--- src/design/rfs_pkg.sv ---
// Shared types and constants for the redundant fan selector.
// No dependencies.
`timescale 1ns / 1ps
`default_nettype none

package rfs_pkg;

  localparam int FAN_COUNT = 4;
  localparam int PTR_W     = $clog2(FAN_COUNT);
  localparam int LEVEL_W   = 3;
  localparam int CFG_IDX_W = 1;
  localparam int CFG_DATA_W = 4;

  typedef logic [FAN_COUNT-1:0] fan_mask_t;
  typedef logic [PTR_W-1:0]     fan_ptr_t;
  typedef logic [LEVEL_W-1:0]   level_t;

  // temperature level codes
  localparam level_t LVL_UNKNOWN = 3'd0;
  localparam level_t LVL_BELOW   = 3'd1;
  localparam level_t LVL_ABOVE   = 3'd2;
  localparam level_t LVL_CRIT1   = 3'd3;
  localparam level_t LVL_CRIT2   = 3'd4;
  localparam level_t LVL_CRIT3   = 3'd5;

  // configuration register indexes
  localparam logic [CFG_IDX_W-1:0] CFG_TEMP_MODE   = 1'd0;
  localparam logic [CFG_IDX_W-1:0] CFG_UNIT_ENABLE = 1'd1;

  typedef struct packed {
    logic      temp_mode;
    fan_mask_t unit_enable;
  } rfs_cfg_t;

endpackage

`default_nettype wire

--- src/design/rfs_select.sv ---
// Combinational fan selection for one transfer: primaries, fault replacement,
// critical-level backups and the rotating backup pointer. Uses rfs_pkg.
`timescale 1ns / 1ps
`default_nettype none

module rfs_select (
  input  var rfs_pkg::rfs_cfg_t  cfg,
  input  var rfs_pkg::level_t    temp_level,
  input  var rfs_pkg::fan_mask_t scheduled_mask,
  input  var rfs_pkg::fan_mask_t fault_mask,
  input  var rfs_pkg::fan_mask_t req_cur,
  input  var rfs_pkg::fan_ptr_t  ptr_cur,
  output rfs_pkg::fan_mask_t     req_nxt,
  output rfs_pkg::fan_ptr_t      ptr_nxt
);

  rfs_pkg::fan_mask_t prim;
  rfs_pkg::fan_mask_t spare_ok;
  rfs_pkg::fan_mask_t spare_any;
  rfs_pkg::fan_mask_t req_prim_only;
  rfs_pkg::fan_mask_t req_plus1;
  rfs_pkg::fan_mask_t req_plus2;
  rfs_pkg::fan_ptr_t  ptr_eval;
  rfs_pkg::fan_ptr_t  k;
  rfs_pkg::fan_ptr_t  kp;
  logic               found;
  logic [1:0]         got;

  function automatic rfs_pkg::fan_ptr_t next_idx(input rfs_pkg::fan_ptr_t i);
    if (int'(i) == rfs_pkg::FAN_COUNT - 1) begin
      return '0;
    end
    return i + rfs_pkg::fan_ptr_t'(1);
  endfunction

  assign prim      = scheduled_mask & cfg.unit_enable;
  assign spare_ok  = cfg.unit_enable & ~prim & ~fault_mask;
  assign spare_any = cfg.unit_enable & ~prim;

  // pointer: one past highest primary, held when none
  always_comb begin
    ptr_eval = ptr_cur;
    for (int i = 0; i < rfs_pkg::FAN_COUNT; i++) begin
      if (prim[i]) begin
        ptr_eval = next_idx(rfs_pkg::fan_ptr_t'(i));
      end
    end
  end

  // faulted primaries replaced by first healthy spare, circular from the fan
  always_comb begin
    req_prim_only = prim;
    found = 1'b0;
    k = '0;
    for (int i = 0; i < rfs_pkg::FAN_COUNT; i++) begin
      if (prim[i] && fault_mask[i]) begin
        req_prim_only[i] = 1'b0;
        found = 1'b0;
        k = rfs_pkg::fan_ptr_t'(i);
        for (int j = 0; j < rfs_pkg::FAN_COUNT; j++) begin
          if (!found && spare_ok[k]) begin
            req_prim_only[k] = 1'b1;
            found = 1'b1;
          end
          k = next_idx(k);
        end
      end
    end
  end

  // critical levels: one or two spares from the pointer
  always_comb begin
    req_plus1 = prim;
    req_plus2 = prim;
    got = 2'd0;
    kp = ptr_eval;
    for (int j = 0; j < rfs_pkg::FAN_COUNT; j++) begin
      if (spare_any[kp]) begin
        if (got == 2'd0) begin
          req_plus1[kp] = 1'b1;
          req_plus2[kp] = 1'b1;
          got = 2'd1;
        end else if (got == 2'd1) begin
          req_plus2[kp] = 1'b1;
          got = 2'd2;
        end
      end
      kp = next_idx(kp);
    end
  end

  always_comb begin
    req_nxt = req_cur;
    ptr_nxt = ptr_cur;
    if (!cfg.temp_mode) begin
      req_nxt = req_prim_only;
      ptr_nxt = ptr_eval;
    end else begin
      case (temp_level)
        rfs_pkg::LVL_BELOW: begin
          req_nxt = '0;
        end
        rfs_pkg::LVL_ABOVE: begin
          req_nxt = req_prim_only;
          ptr_nxt = ptr_eval;
        end
        rfs_pkg::LVL_CRIT1: begin
          req_nxt = req_plus1;
          ptr_nxt = ptr_eval;
        end
        rfs_pkg::LVL_CRIT2: begin
          req_nxt = req_plus2;
          ptr_nxt = ptr_eval;
        end
        rfs_pkg::LVL_CRIT3: begin
          req_nxt = cfg.unit_enable;
        end
        default: begin
          // unknown level: hold
          req_nxt = req_cur;
        end
      endcase
    end
  end

endmodule

`default_nettype wire

--- src/design/redundant_fan_selector_top.sv ---
// Top level of the redundant fan selector: handshake, configuration and state
// registers around rfs_select. Uses rfs_pkg and rfs_select.
`timescale 1ns / 1ps
`default_nettype none

// Takes one input transfer per cycle while out_ready is high and returns one
// fan_on_mask per transfer, registered: the result appears the cycle after
// the input is taken. The output register holds the current fan request; a
// new input is taken whenever that register is empty or being taken in the
// same cycle, so the sustained rate is one item per clock. Configuration
// writes apply at once and should only be made while no result is pending.
module redundant_fan_selector_top (
  input  wire                                clk,
  input  wire                                rst_n,
  input  wire                                cfg_we,
  input  wire [rfs_pkg::CFG_IDX_W-1:0]       cfg_index,
  input  wire [rfs_pkg::CFG_DATA_W-1:0]      cfg_data,
  input  wire                                in_valid,
  output logic                               in_ready,
  input  wire [rfs_pkg::LEVEL_W-1:0]         in_temp_level,
  input  wire [rfs_pkg::FAN_COUNT-1:0]       in_scheduled_mask,
  input  wire [rfs_pkg::FAN_COUNT-1:0]       in_fault_mask,
  output logic                               out_valid,
  input  wire                                out_ready,
  output logic [rfs_pkg::FAN_COUNT-1:0]      out_fan_on_mask
);

  rfs_pkg::rfs_cfg_t  cfg_r;
  rfs_pkg::fan_mask_t req_r;
  rfs_pkg::fan_mask_t req_nxt;
  rfs_pkg::fan_ptr_t  ptr_r;
  rfs_pkg::fan_ptr_t  ptr_nxt;
  logic               out_valid_r;
  logic               in_xfer;

  assign in_ready        = !out_valid_r || out_ready;
  assign in_xfer         = in_valid && in_ready;
  assign out_valid       = out_valid_r;
  assign out_fan_on_mask = req_r;

  rfs_select u_select (
    .cfg            (cfg_r),
    .temp_level     (in_temp_level),
    .scheduled_mask (in_scheduled_mask),
    .fault_mask     (in_fault_mask),
    .req_cur        (req_r),
    .ptr_cur        (ptr_r),
    .req_nxt        (req_nxt),
    .ptr_nxt        (ptr_nxt)
  );

  always_ff @(posedge clk) begin
    if (!rst_n) begin
      cfg_r.temp_mode   <= 1'b0;
      cfg_r.unit_enable <= '0;
    end else if (cfg_we) begin
      case (cfg_index)
        rfs_pkg::CFG_TEMP_MODE: begin
          cfg_r.temp_mode <= cfg_data[0];
        end
        rfs_pkg::CFG_UNIT_ENABLE: begin
          cfg_r.unit_enable <= cfg_data[rfs_pkg::FAN_COUNT-1:0];
        end
        default: begin
          cfg_r <= cfg_r;
        end
      endcase
    end
  end

  always_ff @(posedge clk) begin
    if (!rst_n) begin
      req_r       <= '0;
      ptr_r       <= '0;
      out_valid_r <= 1'b0;
    end else begin
      if (in_xfer) begin
        req_r       <= req_nxt;
        ptr_r       <= ptr_nxt;
        out_valid_r <= 1'b1;
      end else if (out_ready) begin
        out_valid_r <= 1'b0;
      end
    end
  end

endmodule

`default_nettype wire

--- config.mk ---
export PLATFORM = sky130hd
export DESIGN_NAME = redundant_fan_selector_top
export DESIGN_NICKNAME = d
export VERILOG_FILES = /design/src/design/rfs_pkg.sv /design/src/design/rfs_select.sv /design/src/design/redundant_fan_selector_top.sv
export SDC_FILE = /design/constraint.sdc
export NUM_CORES = 1
export LEC_CHECK = 0
export ABC_AREA = 1
export BUFFER_PORTS_ARGS = -buffer_cell sky130_fd_sc_hd__clkbuf_2
export CORE_AREA = 2 2 58 60
export CTS_BUF_LIST = sky130_fd_sc_hd__clkbuf_16
export CTS_CLUSTER_SIZE = 8
export DETAILED_ROUTE_END_ITERATION = 8
export DIE_AREA = 0 0 60 62
export PLACE_DENSITY_LB_ADDON = 0.05
export SLEW_MARGIN = 20
export SYNTH_ARGS = -nofsm -noshare
export SYNTH_HDL_FRONTEND = slang
export SYNTH_SLANG_ARGS = --single-unit
--- constraint.sdc ---
create_clock -name clk -period 3.5 [get_ports clk]
set_clock_uncertainty 0.05 [all_clocks]
set_input_delay 0.7 -clock clk [delete_from_list [all_inputs] [get_ports clk]]
set_output_delay 0.7 -clock clk [all_outputs]
set_load 0.01 [all_outputs]
# Yosys cells after proc, flatten, opt, wreduce, memory -nomap -nowiden
# Cells that the tools add are included.
# Widths: inputs -> output; s select.
dict set report word_totals {
  output_inout_bits 6
  register_bits 12
}
dict set report classes {
  order_cmp 20
  n_addsub 6
  muxes 146
  reduce_logical 50
  bitwise 18
  eq_ne 16
}
# operator count
set ops {}
lappend ops {{$mux 4} 30}
lappend ops {{$mux 1} 65}
lappend ops {{$mux 2} 30}
lappend ops {{$or 4x4->4} 12}
lappend ops {{$lt 2x3->1 const B} 10}
lappend ops {{$logic_and 1x1->1} 27}
lappend ops {{$bmux 1 s2} 10}
lappend ops {{$demux 1 s2} 10}
lappend ops {{$ge 2x1->1 const B} 10}
lappend ops {{$pmux 4 s5} 1}
lappend ops {{$eq 2x1->1 const B} 8}
lappend ops {{$logic_not 1->1} 13}
lappend ops {{$add 2x1->2 const B} 6}
lappend ops {{$and 4x4->4} 3}
lappend ops {{$not 4->4} 2}
lappend ops {{$reduce_and 2->1} 4}
lappend ops {{$eq 3x2->1 const B} 2}
lappend ops {{$eq 3x3->1 const B} 2}
lappend ops {{$logic_not 2->1} 3}
lappend ops {{$ne 6x1->1 const B} 1}
lappend ops {{$eq 3x1->1 const B} 1}
lappend ops {{$reduce_or 3->1} 1}
lappend ops {{$ne 2x2->1 const B} 1}
lappend ops {{$reduce_bool 2->1} 1}
lappend ops {{3 further kinds} 3}

# Longest topological paths before layout
dict set report depth {
  depth_word 42
  mapped_depth 22
}

# By module
# A second synthesis with hierarchy kept.
dict set report unflattened {
  cells_unflattened 316
  hier_area_um2 1749.2
}
# module n_inst area_per_inst_um2 cells_each
set by_module_without_submodules {}
lappend by_module_without_submodules {rfs_select 1 1234.9 247}
lappend by_module_without_submodules {redundant_fan_selector_top 1 514.2 69}

# Worst setup path before layout
# No wires, ideal clock.
dict set report synth_path {
  path_type {in2reg}
  startpoint {in in_scheduled_mask[0] (netlist bit)}
  endpoint {reg req_r[3] (netlist: out_fan_on_mask[3])}
  stages 22
  setup_time_ps 119
  required_time_ps 3331
  arrival_ps 2879
  path_slack_ps 452
  path_cell_list {nand2_2 nand2_2 nand2_4 nand2_8 nand2_8 inv_1 ha_1 inv_1 nand3_1 nand2_4 inv_1 ha_1 nor2_1 nor2_1 nand2_1 nand2_1 nor2_1 nand2_1 nand2_1 nand3_1 nand2_1 a21oi_1}
}
dict set report synth_between {
  elab_chain_len 34
}
# element line_no
set synth_lines {}
lappend synth_lines {{start: declaration} redundant_fan_selector_top.sv:21} ;# input wire [rfs_pkg::FAN_COUNT-1:0] in_scheduled_mask,
lappend synth_lines {{$and 4x4->4 *} rfs_select.sv:36} ;# assign prim = scheduled_mask & cfg.unit_enable;
lappend synth_lines {{$not 4->4} {rfs_select.sv:37, rfs_select.sv:38}}
lappend synth_lines {{$and 4x4->4} {rfs_select.sv:37, rfs_select.sv:38}}
lappend synth_lines {{$and 4x4->4} rfs_select.sv:37} ;# assign spare_ok = cfg.unit_enable & ~prim & ~fault_mask;
lappend synth_lines {{$mux 1} rfs_select.sv:61} ;# if (!found && spare_ok[k]) begin
lappend synth_lines {{$mux 1} rfs_select.sv:56} ;# if (prim[i] && fault_mask[i]) begin
lappend synth_lines {{$logic_not 1->1} rfs_select.sv:61}
lappend synth_lines {{$logic_and 1x1->1} rfs_select.sv:61}
lappend synth_lines {{[... 17 more ...]} -}
lappend synth_lines {{$or 4x4->4 (no line)} -}
lappend synth_lines {{$mux 4} rfs_select.sv:61}
lappend synth_lines {{$mux 4} rfs_select.sv:56}
lappend synth_lines {{$or 4x4->4 (no line)} -}
lappend synth_lines {{$mux 4} rfs_select.sv:61}
lappend synth_lines {{$mux 4 (2 in a row)} rfs_select.sv:56}
lappend synth_lines {{$pmux 4 s5} rfs_select.sv:99} ;# case (temp_level)
lappend synth_lines {{$mux 4 *} rfs_select.sv:95} ;# if (!cfg.temp_mode) begin
lappend synth_lines {{end signal: assignment} redundant_fan_selector_top.sv:78} ;# req_r <= req_nxt;
lappend synth_lines {{end: declaration} redundant_fan_selector_top.sv:29} ;# rfs_pkg::fan_mask_t req_r;
# Mark *: on every way between the ends. The rest lies on a longest branch, timed or not. The select of a mux whose other input is x is not followed.
# A chain may end at the register's enable or synchronous reset.

# Worst setup path after layout
dict set report layout_path {
  startpoint {in in_scheduled_mask[0] (netlist bit)}
  endpoint {reg req_r[1] (netlist: out_fan_on_mask[1])}
}
dict set report layout_between {
  elab_chain_len 28
}
# element line_no
set layout_lines {}
lappend layout_lines {{$and 4x4->4 *} rfs_select.sv:36}
lappend layout_lines {{branches (longest 26 deep; another with $lt 2x3->1)} -}
lappend layout_lines {{$mux 4 *} rfs_select.sv:95}
# Every way passes the cells marked *. The select of a mux whose other input is x is not followed.

==> flow_summary.rst <==
.. list-table::
   :header-rows: 1

   * - Metric
     - Value
   * - Run status
     - complete, no violations
   * - Number of buffers inserted for hold repair after clock tree synthesis
     - 0
   * - H-tree levels
     - 1
   * - CP Class
     - in2reg
   * - Antenna diode count
     - 0
   * - CTS Buffer Depth
     - 2
   * - Synth Register Bits
     - 12
   * - Worst supply voltage drop on vdd
     - 324 uV
   * - Number of cells on the critical path
     - 23
   * - Cells after Synth
     - 283
   * - Gates resized, CTS repair
     - 0
   * - Cell type with the highest occurrence count on the critical path
     - sky130_fd_sc_hd__nand2_1
   * - Post-detailed-route DRC marker count
     - 0
   * - Cells after DPL
     - 357
   * - Critical path's slowest cell
     - sky130_fd_sc_hd__ha_1
   * - Clock-pin transition on the worst setup and hold timing paths
     - ~0.040 ns
   * - Buffers and inverters on the worst path
     - 4
   * - First DRT Iteration DRCs
     - 149
   * - Setup_tns
     - 0 ns
   * - Die Footprint
     - between 0.003 and 0.004 mm2
   * - CTS Buf Count
     - 3
   * - Detailed Routing Iterations Pass 1
     - 4
   * - Number of distinct library cells after synthesis
     - 27
   * - Placed Area
     - 0.00182 mm2
   * - Clock period minus final worst setup slack
     - 3.11 ns
   * - Placer congestion estimate
     - roughly 0.90
   * - Critical path startpoint
     - in_scheduled_mask[0]
   * - Routed wire per std cell
     - 11.8 um
   * - Final worst slack
     - 0.394 ns
   * - Area of the mapped netlist
     - 0.00162 mm2
   * - Synthesized Nets
     - 312
   * - Avg Synthesized Cell Area
     - 5.71 um2
   * - Overall power of the completed layout
     - 0.729 mW
   * - Top-level I/O count
     - 27
   * - Filler cell count in the final layout
     - 331
   * - Quantity of I/O buffers inserted on ports
     - 26
   * - List of cells traversed by the critical path
     - clkbuf_2, nand2_2, nand2_2, nand2_4, nand2_8, nand2_8, inv_1, ha_1, inv_1, nand3_1, nand2_4, inv_1, ha_1, nor2_1, nor2_1, nand2_1, nand2_1, nor2_1, nand2_1, nand2_1, nand3_1, nand2_1, a21oi_1
   * - Category of the worst setup path launch point
     - input port
   * - Final setup violation count
     - 0
   * - Type of the tightest min-delay check
     - reg2reg
   * - Warnings from Yosys
     - 0
   * - Final max-slew violation count
     - 0
   * - Via count
     - between 1500 and 2000
   * - Count of standard-cell rows
     - 21
   * - Cell depth of the worst min-delay path
     - 2
   * - Wire length reported by the detailed router
     - 4240 um
   * - Post-CTS Setup Inserts
     - 0
   * - Via count normalized by instance count
     - 5.01
   * - Count of endpoints failing hold in the final timing report
     - 0
   * - Vias in the first global route
     - 1615
   * - Delay contributed by the slowest stage of the critical path
     - 0.36 ns
   * - Overall track demand over capacity in global routing
     - 0.255
   * - Yosys top cell by area
     - sky130_fd_sc_hd__nand2_1
   * - Post-place setup slack
     - 0.196 ns
   * - Number of routed nets with antenna violations
     - 0
   * - Antenna violations before repair
     - 0
   * - Largest fanout on the critical path
     - 9
   * - Clock net sink count
     - 12
   * - Cell leakage power
     - 1.04 nW
   * - Upper clock frequency limit
     - 322 MHz
   * - Min-Delay Startpoint
     - ptr_r[0]$_SDFFE_PN0P_
   * - Total grt overflow
     - 0
   * - Sequential element share of the synthesized area
     - 0.149
   * - Initial core utilization
     - 0.508
   * - Transition time of the tightest slew-check pin
     - ~0.4 ns
   * - Critical register-to-register path startpoint
     - cfg_r[1]$_SDFFE_PN0P_
   * - Later-pin clock latency in the skew report
     - 0.24 ns
   * - R2R cell count
     - 21
   * - Vert. Die Dim
     - around 62 um
   * - Layout Utilization
     - 0.597
   * - CP top delay family
     - simple AND/OR/NAND/NOR gates
   * - Layout overhead on the synthesized area
     - 17.4%
   * - Largest net degree at the start of global routing
     - 12
   * - Top cells by area, synth
     - sky130_fd_sc_hd__nand2_1 (17%), sky130_fd_sc_hd__dfxtp_1 (15%), sky130_fd_sc_hd__nand3_1 (11%)
   * - Required time of the worst setup path
     - 3.57 ns
   * - Share of the cycle needed by the critical path after routing
     - 0.887
   * - Worst slew margin relative to its limit
     - 0.737
   * - Root buffer cell
     - sky130_fd_sc_hd__clkbuf_16
   * - Cell area after layout
     - about 0.0019 mm2
   * - Crit path arrival time
     - 3.18 ns
   * - Worst hold slack after final layout
     - about 0.43 ns
   * - Max Cap Viol
     - 0
   * - Critical path endpoint category
     - flip-flop
   * - Die boundary width
     - 60 um
   * - Half-perimeter wire length of the detailed placement result
     - 3540 um
   * - Global-route wire length before repair
     - 7190 um
   * - Fin nets
     - 345
   * - TritonCTS clock tree
     - yes
   * - Filler-free cell count of the finished design
     - 360
   * - Fraction of final layout cells with drive strength greater than 1
     - 0.197
   * - Core Footprint
     - between 0.003 and 0.004 mm2
   * - Top cell type's share of synthesized area
     - 0.172
   * - Areal power density over the cells
     - 384 mW/mm2
   * - RSZ-0062 raised after global routing
     - false
[kinds of logic after synthesis]
group                      synth area share
adders and majority gates            0.0619
DFF                                   0.149
AOI/OAI and AO/OA                     0.137
and+or+nand+nor                       0.539
buffers and inverters                 0.114
[metal layers]
layer,share of wire,track usage
met4,0.017,0.0952
met2,0.48,0.439
met3,0.041,0.0207
met1,0.46,0.334
met5,0,0
[final timing paths]
kind	end	slack [ns]
worst max-delay path	out_fan_on_mask[1]$_SDFFE_PN0P_	0.39
worst min-delay path	ptr_r[0]$_SDFFE_PN0P_	0.43
worst max register to register	out_fan_on_mask[1]$_SDFFE_PN0P_	0.55
worst min register to register	ptr_r[0]$_SDFFE_PN0P_	0.43
[final cells by class]
cell class	instances	area (um2)	area share
Multi-Input combinational cell	223	1190	0.628
Tap cell	46	57.6	0.0303
Timing Repair Buffer	30	160	0.0844
Clock buffer	3	75.1	0.0396
Inverter	46	173	0.0910
Sequential cell	12	240	0.127
[synth_stat cells]
| cell type | count |
|---|---|
| sky130_fd_sc_hd__a31oi_1 | 2 |
| sky130_fd_sc_hd__nor3_1 | 1 |
| sky130_fd_sc_hd__nand4_1 | 1 |
| sky130_fd_sc_hd__nand3_4 | 1 |
| sky130_fd_sc_hd__ha_1 | 8 |
| sky130_fd_sc_hd__o31ai_1 | 1 |
| sky130_fd_sc_hd__nand2_4 | 7 |
| sky130_fd_sc_hd__inv_2 | 1 |
| sky130_fd_sc_hd__a211oi_1 | 1 |
| sky130_fd_sc_hd__o21ai_1 | 2 |
| sky130_fd_sc_hd__clkbuf_1 | 1 |
| sky130_fd_sc_hd__a41oi_1 | 1 |
| sky130_fd_sc_hd__nand2_8 | 2 |
| sky130_fd_sc_hd__nor2_1 | 37 |
| sky130_fd_sc_hd__a22oi_1 | 2 |
| sky130_fd_sc_hd__nand3_2 | 5 |
| sky130_fd_sc_hd__o21ai_0 | 12 |
| sky130_fd_sc_hd__dfxtp_1 | 12 |
| sky130_fd_sc_hd__o21bai_1 | 1 |
| sky130_fd_sc_hd__a21oi_1 | 15 |
| sky130_fd_sc_hd__buf_4 | 1 |
| sky130_fd_sc_hd__nand2_2 | 13 |
| sky130_fd_sc_hd__nand3_1 | 35 |
| sky130_fd_sc_hd__nand2_1 | 74 |
| sky130_fd_sc_hd__a22o_1 | 1 |
| sky130_fd_sc_hd__inv_1 | 45 |
| sky130_fd_sc_hd__o32ai_1 | 1 |
[flip-flops by register name (all words and copies together) (netlist names)]
name and flops:
cfg_r 5, out_valid 1, out_fan_on_mask 4, ptr_r 2
[worst reg2reg max path: stages, from the launching register on]
cell and delay, ns:
sky130_fd_sc_hd__dfxtp_1 0.42, sky130_fd_sc_hd__nand2_2 0.13, sky130_fd_sc_hd__nand2_4 0.12, sky130_fd_sc_hd__nand2_8 0.08, sky130_fd_sc_hd__nand2_8 0.06, sky130_fd_sc_hd__inv_1 0.09
sky130_fd_sc_hd__ha_1 0.36, sky130_fd_sc_hd__inv_1 0.14, sky130_fd_sc_hd__nand3_1 0.13, sky130_fd_sc_hd__nand2_4 0.08, sky130_fd_sc_hd__inv_1 0.04, sky130_fd_sc_hd__ha_1 0.29
sky130_fd_sc_hd__nor2_1 0.24, sky130_fd_sc_hd__nor2_1 0.07, sky130_fd_sc_hd__nand2_1 0.07, sky130_fd_sc_hd__nand2_1 0.04, sky130_fd_sc_hd__nor2_1 0.09, sky130_fd_sc_hd__nand2_1 0.07
sky130_fd_sc_hd__nand2_1 0.06, sky130_fd_sc_hd__nand3_1 0.08, sky130_fd_sc_hd__nand2_1 0.07, sky130_fd_sc_hd__a21oi_1 0.06
[cells in the final DEF (no fill, tap or decap)]
cell type                   netlist  routed
sky130_fd_sc_hd__a211oi_1         1       1
sky130_fd_sc_hd__a41oi_1          1       1
sky130_fd_sc_hd__nand3_4          1       1
sky130_fd_sc_hd__nand3_2          5       5
sky130_fd_sc_hd__nand2_2         13      13
sky130_fd_sc_hd__nand2_8          2       2
sky130_fd_sc_hd__ha_1             8       8
sky130_fd_sc_hd__nor3_1           1       1
sky130_fd_sc_hd__o31ai_1          1       1
sky130_fd_sc_hd__nand4_1          1       1
sky130_fd_sc_hd__dfxtp_1         12      12
sky130_fd_sc_hd__clkbuf_16        0       3
sky130_fd_sc_hd__buf_4            1       4
sky130_fd_sc_hd__o32ai_1          1       1
sky130_fd_sc_hd__a22oi_1          2       2
sky130_fd_sc_hd__nand3_1         35      35
sky130_fd_sc_hd__nand2_1         74      74
sky130_fd_sc_hd__nand2_4          7       7
sky130_fd_sc_hd__a21oi_1         15      15
sky130_fd_sc_hd__o21bai_1         1       1
sky130_fd_sc_hd__a31oi_1          2       2
sky130_fd_sc_hd__a22o_1           1       1
sky130_fd_sc_hd__o21ai_0         12      12
sky130_fd_sc_hd__inv_1           45      45
sky130_fd_sc_hd__clkbuf_2         0      26
sky130_fd_sc_hd__inv_2            1       1
sky130_fd_sc_hd__o21ai_1          2       2
sky130_fd_sc_hd__nor2_1          37      37
[power breakdown]
part	internal (mW)	leakage [nW]	total [mW]	switching [mW]
registers	0.148	0.0992	0.158	0.00972
logic	0.126	0.904	0.367	0.240
clock network	0.148	0.0370	0.204	0.0552
Note: power is estimated with default switching activity, not from simulation.
